### src/design/allocentric_panner_gains_top_defines.svh
// Assertion macros used by the controller (apg_ctrl).
`ifndef ALLOCENTRIC_PANNER_GAINS_TOP_DEFINES_SVH
`define ALLOCENTRIC_PANNER_GAINS_TOP_DEFINES_SVH

// Same-cycle implication, checked on clk_i, off during reset.
`define APG_ASSERT_IMP(lbl, ante, cons, msg) \
  lbl: assert property (@(posedge clk_i) disable iff (!rst_ni) (ante) |-> (cons)) \
    else $error(msg);

// Next-cycle implication, checked on clk_i, off during reset.
`define APG_ASSERT_NXT(lbl, ante, cons, msg) \
  lbl: assert property (@(posedge clk_i) disable iff (!rst_ni) (ante) |=> (cons)) \
    else $error(msg);

`endif

### src/design/apg_pkg.sv
package apg_pkg;

  localparam int MAX_SPEAKERS_DEF = 16;

  localparam int CFG_IDX_W  = 2;
  localparam int CFG_DATA_W = 16;
  localparam logic [CFG_IDX_W-1:0] CFG_SPEAKER_COUNT = 2'd0;
  localparam logic [CFG_IDX_W-1:0] CFG_GROUP_TOL     = 2'd1;

  localparam logic [4:0] SPK_COUNT_RST = 5'd16;
  localparam logic [9:0] GROUP_TOL_RST = 10'd16;

  localparam logic OP_LOAD    = 1'b0;
  localparam logic OP_COMPUTE = 1'b1;

  localparam logic [15:0] Q15_ONE = 16'h8000;

  // Axis codes
  localparam logic [1:0] AX_X = 2'd0;
  localparam logic [1:0] AX_Y = 2'd1;
  localparam logic [1:0] AX_Z = 2'd2;

  localparam int DIV_STEPS = 17;
  localparam int COS_STEPS = 5;

  localparam logic [30:0] CC1 = 31'd1324675879;
  localparam logic [30:0] CC2 = 31'd272375560;
  localparam logic [30:0] CC3 = 31'd22401994;
  localparam logic [30:0] CC4 = 31'd987048;
  localparam logic [30:0] CC5 = 31'd27060;

  typedef struct packed {
    logic              op;
    logic [3:0]        speaker_index;
    logic signed [15:0] pos_x;
    logic signed [15:0] pos_y;
    logic signed [15:0] pos_z;
    logic [15:0]       excluded_mask;
  } in_item_t;

  typedef struct packed {
    logic [3:0]  out_speaker;
    logic [15:0] gain;
    logic [15:0] gain_x;
    logic [15:0] gain_y;
    logic [15:0] gain_z;
    logic        last;
  } out_item_t;

  typedef enum logic [3:0] {
    DP_NONE,
    DP_LOAD,
    DP_START,
    DP_CAPI,
    DP_AXSET,
    DP_DIV,
    DP_USQ,
    DP_CMUL,
    DP_CSUB,
    DP_CFIN,
    DP_P1,
    DP_P2,
    DP_P3,
    DP_OUT
  } dp_op_e;

  typedef enum logic [3:0] {
    S_IDLE,
    S_RDI,
    S_CAPI,
    S_SCAN,
    S_SCANE,
    S_AXSET,
    S_DIV,
    S_USQ,
    S_CMUL,
    S_CSUB,
    S_CFIN,
    S_P1,
    S_P2,
    S_P3,
    S_OUT
  } state_e;

  typedef struct packed {
    dp_op_e     op;
    logic [1:0] ax;
    logic [3:0] spk;
    logic       last;
    logic [2:0] k;
    logic       rd_en;
    logic [3:0] rd_addr;
    logic       scan;
  } cmd_t;

  typedef struct packed {
    logic [3:0] n_last;
    logic       i_avail;
    logic       ax_div;
    logic       t_special;
    logic       out_free;
  } status_t;

  function automatic logic signed [16:0] off17(logic signed [15:0] a,
                                               logic signed [15:0] b);
    return {a[15], a} - {b[15], b};
  endfunction

  function automatic logic [16:0] abs17(logic signed [16:0] v);
    return v[16] ? 17'(~v + 17'd1) : 17'(v);
  endfunction

  // {positive, negative}
  function automatic logic [1:0] sgn3(logic signed [16:0] v);
    return {(!v[16]) && (v != 17'sd0), v[16]};
  endfunction

  function automatic logic [30:0] cos_coef(logic [2:0] k);
    logic [30:0] c;
    unique case (k)
      3'd0:    c = CC4;
      3'd1:    c = CC3;
      3'd2:    c = CC2;
      3'd3:    c = CC1;
      default: c = '0;
    endcase
    return c;
  endfunction

endpackage

### src/design/apg_ctrl.sv
module apg_ctrl import apg_pkg::*; (
  input  logic    clk_i,
  input  logic    rst_ni,
  input  logic    in_valid_i,
  input  logic    in_op_i,
  input  status_t status_i,
  output logic    in_stall_o,
  output cmd_t    cmd_o
);

  `include "allocentric_panner_gains_top_defines.svh"

  state_e     state_q, state_d;
  logic [3:0] i_q, i_d;
  logic [3:0] j_q, j_d;
  logic [1:0] ax_q, ax_d;
  logic [4:0] cnt_q, cnt_d;
  logic [2:0] k_q, k_d;

  always_ff @(posedge clk_i or negedge rst_ni) begin
    if (!rst_ni) begin
      state_q <= S_IDLE;
      i_q     <= '0;
      j_q     <= '0;
      ax_q    <= '0;
      cnt_q   <= '0;
      k_q     <= '0;
    end else begin
      state_q <= state_d;
      i_q     <= i_d;
      j_q     <= j_d;
      ax_q    <= ax_d;
      cnt_q   <= cnt_d;
      k_q     <= k_d;
    end
  end

  // next state and counters
  always_comb begin
    state_d = state_q;
    i_d     = i_q;
    j_d     = j_q;
    ax_d    = ax_q;
    cnt_d   = cnt_q;
    k_d     = k_q;
    unique case (state_q)
      S_IDLE: begin
        if (in_valid_i && (in_op_i == OP_COMPUTE)) begin
          i_d     = '0;
          state_d = S_RDI;
        end
      end
      S_RDI: state_d = S_CAPI;
      S_CAPI: begin
        j_d     = '0;
        state_d = status_i.i_avail ? S_SCAN : S_OUT;
      end
      S_SCAN: begin
        if (j_q == status_i.n_last) begin
          state_d = S_SCANE;
        end else begin
          j_d = j_q + 4'd1;
        end
      end
      S_SCANE: begin
        ax_d    = AX_X;
        state_d = S_AXSET;
      end
      S_AXSET: begin
        if (status_i.ax_div) begin
          cnt_d   = '0;
          state_d = S_DIV;
        end else if (ax_q == AX_Z) begin
          state_d = S_P1;
        end else begin
          ax_d    = ax_q + 2'd1;
        end
      end
      S_DIV: begin
        if (cnt_q == 5'(DIV_STEPS - 1)) begin
          state_d = S_USQ;
        end else begin
          cnt_d = cnt_q + 5'd1;
        end
      end
      S_USQ: begin
        k_d = '0;
        if (!status_i.t_special) begin
          state_d = S_CMUL;
        end else if (ax_q == AX_Z) begin
          state_d = S_P1;
        end else begin
          ax_d    = ax_q + 2'd1;
          state_d = S_AXSET;
        end
      end
      S_CMUL: state_d = S_CSUB;
      S_CSUB: begin
        if (k_q == 3'(COS_STEPS - 1)) begin
          state_d = S_CFIN;
        end else begin
          k_d     = k_q + 3'd1;
          state_d = S_CMUL;
        end
      end
      S_CFIN: begin
        if (ax_q == AX_Z) begin
          state_d = S_P1;
        end else begin
          ax_d    = ax_q + 2'd1;
          state_d = S_AXSET;
        end
      end
      S_P1: state_d = S_P2;
      S_P2: state_d = S_P3;
      S_P3: state_d = S_OUT;
      S_OUT: begin
        if (status_i.out_free) begin
          if (i_q == status_i.n_last) begin
            state_d = S_IDLE;
          end else begin
            i_d     = i_q + 4'd1;
            state_d = S_RDI;
          end
        end
      end
      default: state_d = S_IDLE;
    endcase
  end

  // commands
  always_comb begin
    cmd_o         = '0;
    cmd_o.op      = DP_NONE;
    cmd_o.ax      = ax_q;
    cmd_o.spk     = i_q;
    cmd_o.k       = k_q;
    cmd_o.last    = (i_q == status_i.n_last);
    cmd_o.rd_addr = i_q;
    in_stall_o    = (state_q != S_IDLE);
    unique case (state_q)
      S_IDLE: begin
        if (in_valid_i) begin
          cmd_o.op = (in_op_i == OP_COMPUTE) ? DP_START : DP_LOAD;
        end
      end
      S_RDI:   cmd_o.rd_en = 1'b1;
      S_CAPI:  cmd_o.op = DP_CAPI;
      S_SCAN: begin
        cmd_o.rd_en   = 1'b1;
        cmd_o.rd_addr = j_q;
        cmd_o.scan    = 1'b1;
      end
      S_SCANE: cmd_o.op = DP_NONE;
      S_AXSET: cmd_o.op = DP_AXSET;
      S_DIV:   cmd_o.op = DP_DIV;
      S_USQ:   cmd_o.op = DP_USQ;
      S_CMUL:  cmd_o.op = DP_CMUL;
      S_CSUB:  cmd_o.op = DP_CSUB;
      S_CFIN:  cmd_o.op = DP_CFIN;
      S_P1:    cmd_o.op = DP_P1;
      S_P2:    cmd_o.op = DP_P2;
      S_P3:    cmd_o.op = DP_P3;
      S_OUT: begin
        if (status_i.out_free) cmd_o.op = DP_OUT;
      end
      default: cmd_o.op = DP_NONE;
    endcase
  end

  `APG_ASSERT_IMP(a_out_free, cmd_o.op == DP_OUT, status_i.out_free, "result beat overwritten")
  `APG_ASSERT_NXT(a_last_idle, cmd_o.op == DP_OUT && cmd_o.last, state_q == S_IDLE,
                  "not idle after last result")
  `APG_ASSERT_IMP(a_scan_rng, state_q == S_SCAN, j_q <= status_i.n_last, "scan past count")

endmodule

### config.mk
export PLATFORM = sky130hd
export DESIGN_NAME = apg_ctrl
export DESIGN_NICKNAME = d
export VERILOG_FILES = /design/src/design/apg_pkg.sv /design/src/design/apg_ctrl.sv
export VERILOG_INCLUDE_DIRS = /design/src /design/src/design
export SDC_FILE = /design/constraint.sdc
export NUM_CORES = 1
export LEC_CHECK = 0
export BUFFER_PORTS_ARGS = -buffer_cell sky130_fd_sc_hd__buf_2
export CORE_MARGIN = 5
export CORE_UTILIZATION = 60
export CTS_CLUSTER_DIAMETER = 120
export DETAILED_ROUTE_END_ITERATION = 8
export PLACE_DENSITY = 0.85
export SLEW_MARGIN = 25
export SYNTH_ARGS = -nofsm -noshare
export SYNTH_HDL_FRONTEND = slang
export SYNTH_SLANG_ARGS = --single-unit
### constraint.sdc
create_clock -name clk_i -period 3.1 [get_ports clk_i]
set_input_delay 0.31 -clock clk_i [delete_from_list [all_inputs] [get_ports clk_i]]
set_output_delay 0.31 -clock clk_i [all_outputs]
set_load 0.03 [all_outputs]
==> impl_summary.md, run 1 <==
Logic synthesis
Yosys attributes the largest share of cell area to dfrtp_1 30%, ha_1 5.5%, o21ai_0 4.4%, mux2_2 4.3%, xor2_1 4.3%. In this run the cell area of the synthesized design comes to between 1500 and 2000 um^2. The number of warnings reported in the yosys synthesis log is 0. The xor and xnor fraction of the mapped netlist area is 4.348%. The netlist uses 52 different library cells. The area share of the largest cell type after synthesis is 30.37%. Counting instances in the post-synthesis netlist gives the leading cell types as 22 x dfrtp_1, 16 x o21ai_0, 14 x nand2_1, 14 x nor2_1. The main combinational cell family by area after synthesis is simple AND/OR/NAND/NOR gates.

The cell type with the largest total area after synthesis is dfrtp_1. The cell with the most instances after synthesis is dfrtp_1. In this run the mean area of a mapped cell was roughly 8.6 um^2. The cell count after synthesis is ~210. The synthesized-area fraction occupied by ao, oa, aoi and oai cells is between 20% and 30%.

The primary flip-flop cell chosen by synthesis mapping is dfrtp_1. The fraction of registers with async set or reset after synthesis is between 90% and 100%. The post-synth net total is about 230. In this run, synthesis inferred 0 flip-flops with an integrated enable. The synthesized netlist devotes 5.521% of its cell area to adder and majority cells. After synthesis, the share of cell area in mux cells is roughly 7.7%. The flop and latch count out of synthesis is 22. Summing the sequential cell areas from Yosys gives a little under a third of the chip area.

The area fraction in and, or, nand and nor cells after synthesis is 24.02%.

Pwr
Dividing total power by cell area gives a power density of between 900 and 1000 nW/um^2. The power after layout is approximately 2.0 mW. The peak supply drop is between 0.0006 and 0.0007 V. The share of total power dissipated in combinational logic is 63.1%. The cell-internal power is 0.9347 mW. The share of total power dissipated in sequential elements is roughly 30%. The net switching component of the power is just over 1 mW.

The portion of total power attributed to the clock network is ~6.6%. Of the total power, the share spent switching nets is between 50% and 60%. For this design the static power due to leakage is between 0.9 and 1 nW.

Floorplanning
The die covers approximately 4200 um^2. Once the floorplan was initialized, standard cells occupied between 60% and 70% of the core. The floorplan step set the die height to around 65 um. The I/O pin count is 33. The area inside the core boundary is approximately 3000 um^2.

The placement row count is 20. The width of the die is 64.97 um.

Clocking
The clock tree root buffer cell is clkbuf_4. CTS built an H-tree with a depth of 1. The number of buffers inserted during clock tree synthesis is 3.

For the worst-skew pair, the clock arrives at the later sink with an insertion delay of roughly 310 ps. The clock input transition at the sequential cells of the worst setup and hold paths is between 100 and 150 ps. The TritonCTS clock tree is yes. CTS saw 22 sinks. Counting along the longest clock path gives a buffer depth of 2.

Timing
The number of max-slew violations in the final report is 0. Adding up every negative setup slack in the final design gives 0 ps. The worst path uses 80.11% of the clock period.

Setup repair after global routing left no endpoint under its margin. The shortest clock period the worst path allows after layout is 2483 ps. The largest clock skew in the final design is slightly below 7 ps.

The count of final hold-check violations is 0. The worst pin sits at a relative slew slack of about 52%. Setup violations remaining at the end of the flow were counted as 0.

Static timing analysis puts the maximum clock frequency at slightly above 400 MHz. The actual transition at the worst max-transition pin is approximately 700 ps.

Placement
The HPWL after detailed placement is roughly 3000 um. Input and output buffers added on the ports amount to 32. The final RePlAce weighted congestion is about 0.95. The placed instances occupy a cell area of ~2000 um^2.

Setup path
Along the worst path, the maximum fanout reaches 26. The startpoint of the most critical register-to-register path is state_q[2]. The cell with the largest stage delay on the worst path is dfrtp_1.

The worst path arrival time is approximately 2200 ps. In this run the register-to-register setup slack is ~820 ps. The number of cells on the worst reg-to-reg path is 4. On the worst path, the slowest cell contributes a delay of a little under 800 ps.

STA puts the critical path data required time at roughly 2800 ps. The startpoint-to-endpoint class of the critical path is register to primary output. The worst setup path is launched from a register. The endpoint kind of the worst setup timing path is a primary output. Traced cell by cell, the critical path runs through nor2b_1 -> nor2_1 -> o21ai_0 -> buf_2. The end of the worst register-to-register path is state_q[0].

Detailed routing
The final routed wirelength across all metal layers is between 4000 and 5000 um. After detailed routing, the number of remaining DRC violations is 0. For this run, the detailed router's first-pass iteration total came to 4. The number of nets with antenna violations after routing is 0. After the first detailed-routing iteration, the DRC count stood at just under 80.

Using the TritonRoute via totals, the vias-per-cell ratio works out to 6.225. After detailed routing, the average wire length per cell comes to 14.93 um. The total via count after detailed routing is about 1.7k.

Final layout
Relative to the synthesized area, the layout overhead comes to 11.46%. The proportion of layout cells with a drive suffix above 1 is around 22%. The register cell area after layout is ~550 um^2. The number of fill cells in the layout is between 200 and 300.

The layout net count is between 200 and 300. The final antenna diode count is 0. The final design instance area without fill is around 2000 um^2.

In the final layout, the multi-input gates occupy between 1000 and 1500 um^2. Cells fill around two thirds of the core in the end.

Min path
The endpoint of the worst hold path is state_q[3]. The source of the worst hold timing path is status_i[0]. The number of cells traversed by the worst hold path is 2. The min-delay analysis places its worst path in the category input port to register.

Flow run
The count of max-cap constraint violations is 0.

Global routing
The number of antenna violations at the first check in global routing is 0. The total overflow left after global routing is 0. Entering global routing, the biggest net connects 29 pins.

The via count of the first global-routing pass came to around 1.6k. The wire length of the first global-routing pass is ~6900 um. The global-route usage over all layers is between 20% and 30%.

Status
The flow ran to the end, and the final reports show no timing, DRC or antenna violations.
-- placed cells by master (no fill, tap or decap), types with 6 or more instances in the layout --
| cell type | Yosys | final |
|---|---|---|
| inv_1 | 13 | 13 |
| nor2_1 | 14 | 14 |
| ha_1 | 8 | 8 |
| nand2_1 | 14 | 14 |
| buf_2 | 3 | 32 |
| o21ai_0 | 16 | 16 |
| nand3_1 | 8 | 8 |
| nand2b_1 | 8 | 8 |
| mux2i_1 | 6 | 6 |
| mux2_2 | 7 | 7 |
| a21oi_1 | 13 | 13 |
| dfrtp_1 | 22 | 22 |
| xor2_1 | 9 | 9 |
-- routing by layer --
| layer | up-vias | wire (um) | GRT usage, % |
|---|---|---|---|
| met3 | 8 | 208 | 4.159 |
| met5 | - | 0 | 0 |
| met4 | 0 | 74 | 10.03 |
| li1 | 836 | - | - |
| met2 | 52 | 2003 | 34.10 |
| met1 | 791 | 1759 | 25.90 |
-- cells by family after synthesis --
family                     count (synthesis)
muxes                                     13
adders and majority gates                  8
DFF                                       22
AOI/OAI and AO/OA                         59
buffers and inverters                     25
and+or+nand+nor                           75
xor gates and xnor gates                   9
-- state kept, by name, indices dropped and copies added (netlist names) --
register	flops
ax_q	2
cnt_q	5
i_q	4
j_q	4
k_q	3
state_q	4
-- final cells by class --
type,count,share of cell area [%]
flip-flops and latches,22,27.24
multi-input cells,164,57.65
inverters,13,2.415
clock buffers,3,1.115
well taps,33,2.043
repair buffers,36,9.536
-- power groups by stage --
stage | Combinational [mW] | Clock (mW) | Sequential (mW)
after floorplan | 0.965 | 0 | 0.561
after global placement | 1.21 | 0 | 0.591
after detailed placement | 1.23 | 0 | 0.595
after CTS | 1.23 | 0.133 | 0.589
after global routing | 1.36 | 0.145 | 0.624
final | 1.23 | 0.128 | 0.592
-- through the flow --
| step | hold WS [ps] | instances | setup WS [ps] |
|---|---|---|---|
| 3_3_place_gp | 296.6 | 267 | 899.9 |
| 2_1_floorplan | 14.41 | 211 | 885.8 |
| 4_1_cts | 273.6 | 271 | 650.6 |
| 6_report | 288.2 | 271 | 616.7 |
| 3_5_place_dp | 302.2 | 267 | 858.8 |
| 5_1_grt | 284.8 | 271 | 423.6 |
-- what timing repair did --
action,CTS,global route
endpoints found under the setup margin,0,0
hold buffers,1,0
gates resized for setup,0,0
hold endpoints to repair,22,0
buffers inserted,0,0
-- worst max-delay path, delay by kind of cell (launching register included) --
kind / cells / cell delay [ps]
flops: 1 / 790
buf+inv: 1 / 230
compound gates: 1 / 210
simple gates: 2 / 620
-- how the worst max path moves through the flow --
stage | to | depth (start not counted) | start | slack (ps)
2_1_floorplan | cmd_o[16] | 6 | state_q[2] | 890
3_3_place_gp | state_q[0] | 4 | state_q[2] | 900
3_5_place_dp | state_q[0] | 4 | state_q[2] | 860
4_1_cts | cmd_o[17] | 4 | state_q[3] | 650
5_1_grt | cmd_o[17] | 4 | state_q[2] | 420
6_report | cmd_o[17] | 4 | state_q[3] | 620
No activity file was read; power rests on OpenSTA's default activity.
==> run 2, diff against run 1 <==
ABC_AREA = 1   (was not set)
CORE_UTILIZATION = 50   (was 60)
PLACE_DENSITY = 0.76   (was 0.85)
clock period = 2.15 ns   (was 3.1 ns; I/O delays follow)
==> run 2 against run 1 <==
Global-route usage down 2.6 points. Worst setup slack worse by 460 ps. Register-to-register slack worse by 350 ps. Critical endpoint is now cmd_o[16].
==> impl_summary.md, run 2 <==
Status
The flow ran to the end, and the final reports show no timing, DRC or antenna violations.

Clocking
The later-pin clock latency in the skew report is about 320 ps. The number of buffers inserted during clock tree synthesis is 3. The clock drives 22 sinks.

TritonCTS built the clock tree. The buffers inserted during post-CTS setup optimization is 0. The clock tree root buffer cell is clkbuf_4. Clock-pin slew was measured on the worst setup and hold paths at ~140 ps. The H-tree level count is 1. Post-CTS repair changed the size of 0 cells. The worst-case clock buffer depth is 2.

Timing
Setup violations remaining at the end of the flow were counted as 0. Setup repair after global routing left no endpoint under its margin. The clock arrives with 7.606 ps of skew.

In this run the tightest slew margin relative to its limit is around 65%. Summed over all failing endpoints, the final setup total negative slack is 0 ps. The shortest clock period the worst path allows after layout is between 1500 and 2000 ps. The highest clock frequency the design can meet is approximately 500 MHz. Hold timing on the final database bottoms out at a slack of ~170 ps. The final worst-path cycle share is 92.60%. The count of final hold-check violations was 0. The number of max-slew violations in the final report is 0.

The actual transition at the worst max-transition pin is 521.2 ps. Once routing completed, OpenROAD measured the worst setup slack at about 160 ps.

Placement
Before CTS, the worst setup slack after placement is approximately 530 ps. At the end of routability-driven placement, the weighted congestion stood at ~0.9. The number of cells in the design after placement is 367. Buffers placed on the I/O ports in this run total 32. Detailed placement finished with a half-perimeter wire length of approximately 3300 um.

Final layout
The top cell types in the final layout, fill and taps aside, are 107 x nand2_1, 39 x inv_1, 32 x nor2_1, 32 x buf_2, 24 x nand3_1. Once layout is complete, the cells apart from fillers number approximately 370. The register with the most flip-flops in the layout has 5 of them.

The layout net count is approximately 350. The final antenna diode count is 0. Fill cells in the final layout number ~350. Of the cells placed in the final design, the portion with a size suffix greater than 1 is between 10% and 20%. The relative area change from synthesis to final layout is 15.50%. Summing all multi-input logic gate instances after layout gives 1070 um^2. In the final layout, flip-flops and latches occupy between 500 and 600 um^2. The library cell used most frequently in the layout, excluding fill and tap cells, is nand2_1.

The register name with the most flops is cnt_q.

Setup path
The end of the worst register-to-register path is state_q[3]. STA classifies the critical path endpoint as a primary output. Data on the critical path is required at its endpoint by about 1900 ps. The worst setup slack for register-to-register paths is between 400 and 500 ps. The critical-path maximum fanout is 6. The cell with the largest stage delay on the worst path is dfrtp_1.

The sort of element at the start of the critical path is a register. The signal on the critical path passes through nor2_1 -> nand2_1 -> nor2_1 -> nand2_1 -> nand3_1 -> buf_2. The delay of the slowest critical-path stage is 480 ps.

In this run the critical register-to-register path is launched from state_q[1]. The end of the critical path is cmd_o[16]. Counting cells, the worst reg-to-reg path comes to 9. The setup path with the least slack is of type register to primary output.

The critical path starts at state_q[1]. At the worst endpoint, the arrival time is about 1800 ps.

Pwr
The leakage power is approximately 1.2 nW. In this run the power density over the cells is around 1100 nW/um^2. The peak supply drop is approximately 0.00086 V.

Logic synthesis
The fraction of the yosys area taken by sequential cells is a little over 30%. In the post-synthesis netlist, the cell with the most instances is nand2_1. Yosys attributes the largest share of cell area to dfrtp_1 31%, nand2_1 22%, inv_1 8.2%, nand3_1 6.7%, nor2_1 6.7%. The count of flip-flops with a built-in enable after synthesis is 0. After synthesis the netlist holds a flip-flop and latch count of 22. The Yosys step of the flow raised 0 warnings. Of all cell types, the one taking the most synthesized area is dfrtp_1. The number of distinct library cells after synthesis is 26.

The cell count after synthesis is 290. Among all flip-flop cells after synthesis, the most frequent one is dfrtp_1. The area share of the largest cell type after synthesis is between 30% and 40%. Ranked by instance count, the synthesized netlist is headed by 107 x nand2_1, 39 x inv_1, 32 x nor2_1. Counting every net in the synthesized netlist gives 310. The fraction of registers with async set or reset after synthesis is 100.0%.

The cell area after synthesis is 1792 um^2. The per-instance average area after synthesis is slightly above 6 um^2.

Flow run
The count of max-cap constraint violations is 0.

Detailed routing
The final routed wirelength across all metal layers is 4190 um. The highest metal layer carrying signal wires in the routed design is met4. The number of iterations in the first detailed-routing pass is 4. In the detailed route, the total length drawn on met3 is 176 um. The number of violations reported at the end of detailed-routing iteration 0 is 83. In the routed layout, each cell is associated on average with a via count of about 5.0.

The post-route DRC violation count is 0. The detailed router put a total of about 2100 um of wire on met1. Detailed routing placed a total of ~1900 um of wire on met2. After detailed routing, the average wire length per cell comes to approximately 11 um. The final route contains between 1.5k and 2k vias. Once detail routing completed, the nets flagged for antenna violations numbered 0.

Floorplanning
The die covers between 4000 and 5000 um^2. The width of the die is between 60 and 70 um. In this run the count of I/O pins placed on the die edge is 33. The area inside the core boundary is 3416 um^2. The initial core utilization is between 50 and 60%. The y dimension of the die is 69.86 um. The initialized floorplan defines 21 standard-cell rows.

Global routing
Across every metal layer, demand over resource in global routing totals 18.15%. The total overflow left after global routing is 0. The via count of the first global-routing pass is between 1.5k and 2k. The first global-routing pass estimated ~7500 um of wire. The number of antenna violations at the first check in global routing is 0. Entering global routing, the biggest net connects 23 pins.

Min path
The worst min-delay path category is input port to register.
## run 2: cells by family after synthesis
logic type | share of synthesized area, %
buffers and inverters | 9.566
adders and majority gates | 5.587
DFF | 30.73
and+or+nand+nor | 45.25
AOI/OAI and AO/OA | 6.914
xor gates and xnor gates | 1.956
## run 2: routing by layer
layer  global-route usage, %  up-vias
met5                       0        -
met4                   3.404        0
met3                   3.300        6
met2                   28.86       46
met1                   25.81      832
li1                        -      987
## run 2: worst min-delay path by stage
stage	startpoint	endpoint	slack, ps	depth (start not counted)
after floorplan	rst_ni	ax_q[0]	-80	0
after global placement	rst_ni	ax_q[0]	220	1
after detailed placement	rst_ni	ax_q[0]	220	1
after CTS	status_i[0]	state_q[3]	170	4
after global routing	status_i[0]	state_q[3]	190	4
final	status_i[0]	state_q[3]	170	4
## run 2: report_power, final
part	leakage, nW	switching [mW]	total, mW	internal (mW)
combinational	0.867	0.918	1.30	0.379
sequential	0.299	0.113	0.614	0.502
clock	0.0279	0.141	0.329	0.188
## run 2: timing repair
action                                  in CTS  in global routing
endpoints found under the setup margin       0                  0
hold buffers                                 1                  0
endpoints found under the hold margin       22                  0
## run 2: worst max-delay path: cells and delay by family, from the launching register on
family        cells  cell delay [ps]
buf+inv           1              190
simple gates      5              780
flops             1              480
## run 2: stage by stage
stage               power (mW)  instance area, um^2  util (%)
floorplan                1.570                 1792         -
global placement         1.893                 2007     58.75
detailed placement       1.907                 2007     58.75
CTS                      2.243                 2069     60.59
global route             2.460                 2069     60.59
finish                   2.240                 2069     60.59
## run 2: final cells by class
type / count / area share [%]
multi-input cells: 223 / 51.69
clock buffers: 3 / 1.088
well taps: 46 / 2.781
flip-flops and latches: 22 / 26.60
inverters: 43 / 7.799
repair buffers: 34 / 8.585
clock inverters: 1 / 1.451
==> run 3, diff against run 2 <==
SETUP_SLACK_MARGIN = 0.5   (was not set)
==> run 3 against run 2 <==
Cell count grew 7.5%. Wire length grew 30%. Via count grew 11%. Die area is the same. Flip-flop and latch count is the same. Register-to-register slack lost 20 ps. Critical path depth grew 1. Cell area grew 22%. Sequential share of layout area shrank 4.4 points. Fmax grew 9.2%. Critical endpoint unchanged.
==> impl_summary.md, run 3 (synthesis gave the netlist of run 2 again) <==
Floorplanning
From left edge to right edge, the die measures 69.86 um. The full die area is approximately 4900 um^2. The core region is about 3400 um^2. In this run the core area contains 21 standard-cell rows. For this configuration, the core starts out at a cell density of between 50 and 60%. The y dimension of the die is 69.86 um. The I/O pin count is 33.

Clocking
The H-tree level count is 1. The TritonCTS clock tree is yes. The clock drives 22 sinks. The clock input transition at the sequential cells of the worst setup and hold paths is between 100 and 150 ps. TritonCTS created 3 clock buffers.

The root buffer cell chosen for the clock tree is clkbuf_4. The later pin in the worst-skew pair is clocked with a latency of between 300 and 400 ps. The worst-case clock buffer depth is 2.

Setup path
Of all nets on the critical path, the largest fanout is 6. The end of the worst register-to-register path is state_q[1]. For the worst setup path, the data arrival time is between 1500 and 2000 ps.

The required arrival time at the worst endpoint is roughly 1900 ps. The setup path with the least slack is of type register to primary output. The cell with the largest stage delay on the worst path is dfrtp_2. Walking the worst path, the cells encountered are inv_4 -> buf_4 -> nand2_1 -> nand2_1 -> nor2_1 -> nand3_2 -> buf_6. STA classifies the critical path endpoint as a primary output. The worst setup slack for register-to-register paths is ~450 ps.

The startpoint of the most critical register-to-register path is state_q[1]. Counting cells, the worst reg-to-reg path comes to 11. The sort of element at the start of the critical path is a register.

The number of buffers and inverters on the critical path is 3. The most common cell type on the critical path is nand2_1. The delay of the slowest critical-path stage is 500 ps. Broken down by cell family, the worst path's largest delay share belongs to flip-flops.

Detailed routing
Once detail routing completed, the nets flagged for antenna violations numbered 0. The first TritonRoute pass finished after 4 iterations. After detailed routing, the number of remaining DRC violations is 0.

The per-cell via count in the routed design is 5.213. The number of violations reported at the end of detailed-routing iteration 0 is 168. The post-detailed-route wirelength per cell is approximately 14 um. The routed design has around 5500 um of wire.

The routed layout has between 2k and 2.5k vias.

Timing
The highest clock frequency the design can meet is between 500 and 600 MHz. The shortest clock period the worst path allows after layout is about 1800 ps. The max-slew headroom at the worst pin is approximately two thirds. The final worst-path cycle share is 84.81%. Hold is met by about 180 ps. Setup repair after global routing could not meet its margin everywhere. The number of max-slew violations in the final report is 0. The actual transition at the worst max-transition pin is roughly 520 ps. The clock arrives with 13.05 ps of skew. The count of final hold-check violations is 0.

Setup violations remaining at the end of the flow were counted as 0. The total negative setup slack is 0 ps.

Placement
The HPWL reported at the end of detailed placement is approximately 3200 um. Once placement finished, the instance area stood at between 2000 and 2500 um^2. The count of port buffers added during placement is 32. The final RePlAce weighted congestion is roughly 0.89.

Min path
The endpoint of the worst hold path is state_q[3]. The worst hold path passes through 4 cells. The startpoint identified for the worst hold timing path is status_i[0].

The worst min-delay path category is input port to register.

Pwr
The leakage power is between 1 and 1.5 nW. The worst-case IR drop observed on VDD is roughly 0.0011 V. The ratio of total power to cell area is ~1200 nW/um^2. Summing internal, switching and leakage power gives slightly below 3 mW.

Global routing
The via count of the first global-routing pass came to 1913. The final global-route overflow total is 0. The maximum number of pins on one net before global-route repair is 23. The global-route usage over all layers is 20.58%.

The number of antenna violations at the first check in global routing is 0. The wire length of the first global-routing pass is between 8000 and 9000 um.

Final layout
The final layout contains approximately 380 nets. Counting flops per register, the top entry is cnt_q. The final design instance area without fill is 2526 um^2. The register with the most flip-flops in the layout has 5 of them. Leaving out fill and tap cells, the most frequent cell in the layout is nand2_1.

Cells with a size suffix above 1 make up between 30 and 40% of the layout. In the layout the commonest cells are 93 x nand2_1, 34 x inv_1, 26 x nor2_1, 26 x buf_4, 22 x nand3_1. The repair_antennas step left the layout with diodes totalling 0. The relative area change from synthesis to final layout is 40.99%. At the end of the flow the core is filled with cells to between 70% and 80%.

Flow run
Across the run, the number of max-cap violations was 0.

Status
The flow ran to the end, and the final reports show no timing, DRC or antenna violations.
==> run 3: changes by cell type in the layout (fill, tap and decap cells not counted), sizes merged <==
cell / delta
buf: +28
==> run 3: worst reg2reg max path: stages, from the launching register on <==
cell and delay (ps):
dfrtp_2 490, buf_4 170, nor2_4 160, buf_4 130, buf_4 120, nand3_1 90, nand2_2 90, nor2_1 60
nand2_2 100, inv_2 80, nand2_1 80, nand2_1 60
==> run 3: area by class of cell <==
cell class	instances	area [um^2]
multi-input cells	223	1216
fillers	243	889.6
flip-flops and latches	22	560.5
repair buffers	62	467.9
inverters	43	171.4
well taps	46	57.56
clock inverters	1	30.03
clock buffers	3	22.52
==> run 3: per-layer routing <==
layer,GRT usage [%],share of wire [%],vias to the layer above
met5,0,0,-
met4,8.723,2.6,0
met3,3.874,7.0,20
met2,32.84,48,87
met1,27.10,43,933
li1,-,-,1045
==> run 3: where the power goes <==
group | total (mW) | internal, mW | switching (mW)
Sequential | 0.652 | 0.508 | 0.144
Clock | 0.335 | 0.189 | 0.147
Combinational | 1.96 | 0.757 | 1.20
==> run 3: how the worst max path moves through the flow <==
stage	to	cells past startpoint	slack [ps]	start
finish	cmd_o[16]	7	330	state_q[0]
CTS	cmd_o[16]	7	360	state_q[0]
floorplan	cmd_o[2]	4	280	state_q[2]
global placement	cmd_o[16]	6	490	state_q[1]
detailed placement	cmd_o[16]	6	460	state_q[1]
global route	cmd_o[18]	5	230	state_q[1]
==> run 3: repair_timing <==
action / CTS / global route
hold buffers: 1 / 0
gates resized for setup: 67 / 17
pin swaps: 14 / 11
endpoints found under the hold margin: 22 / 0
setup buffers: 14 / 14
endpoints found under the setup margin: 22 / 23
==> run 3: stage by stage <==
| step | setup slack, ps | instances |
|---|---|---|
| finish | 326.5 | 400 |
| floorplan | 276.3 | 290 |
| detailed placement | 463.2 | 367 |
| global placement | 495.0 | 367 |
| CTS | 358.9 | 386 |
| global route | 226.0 | 400 |
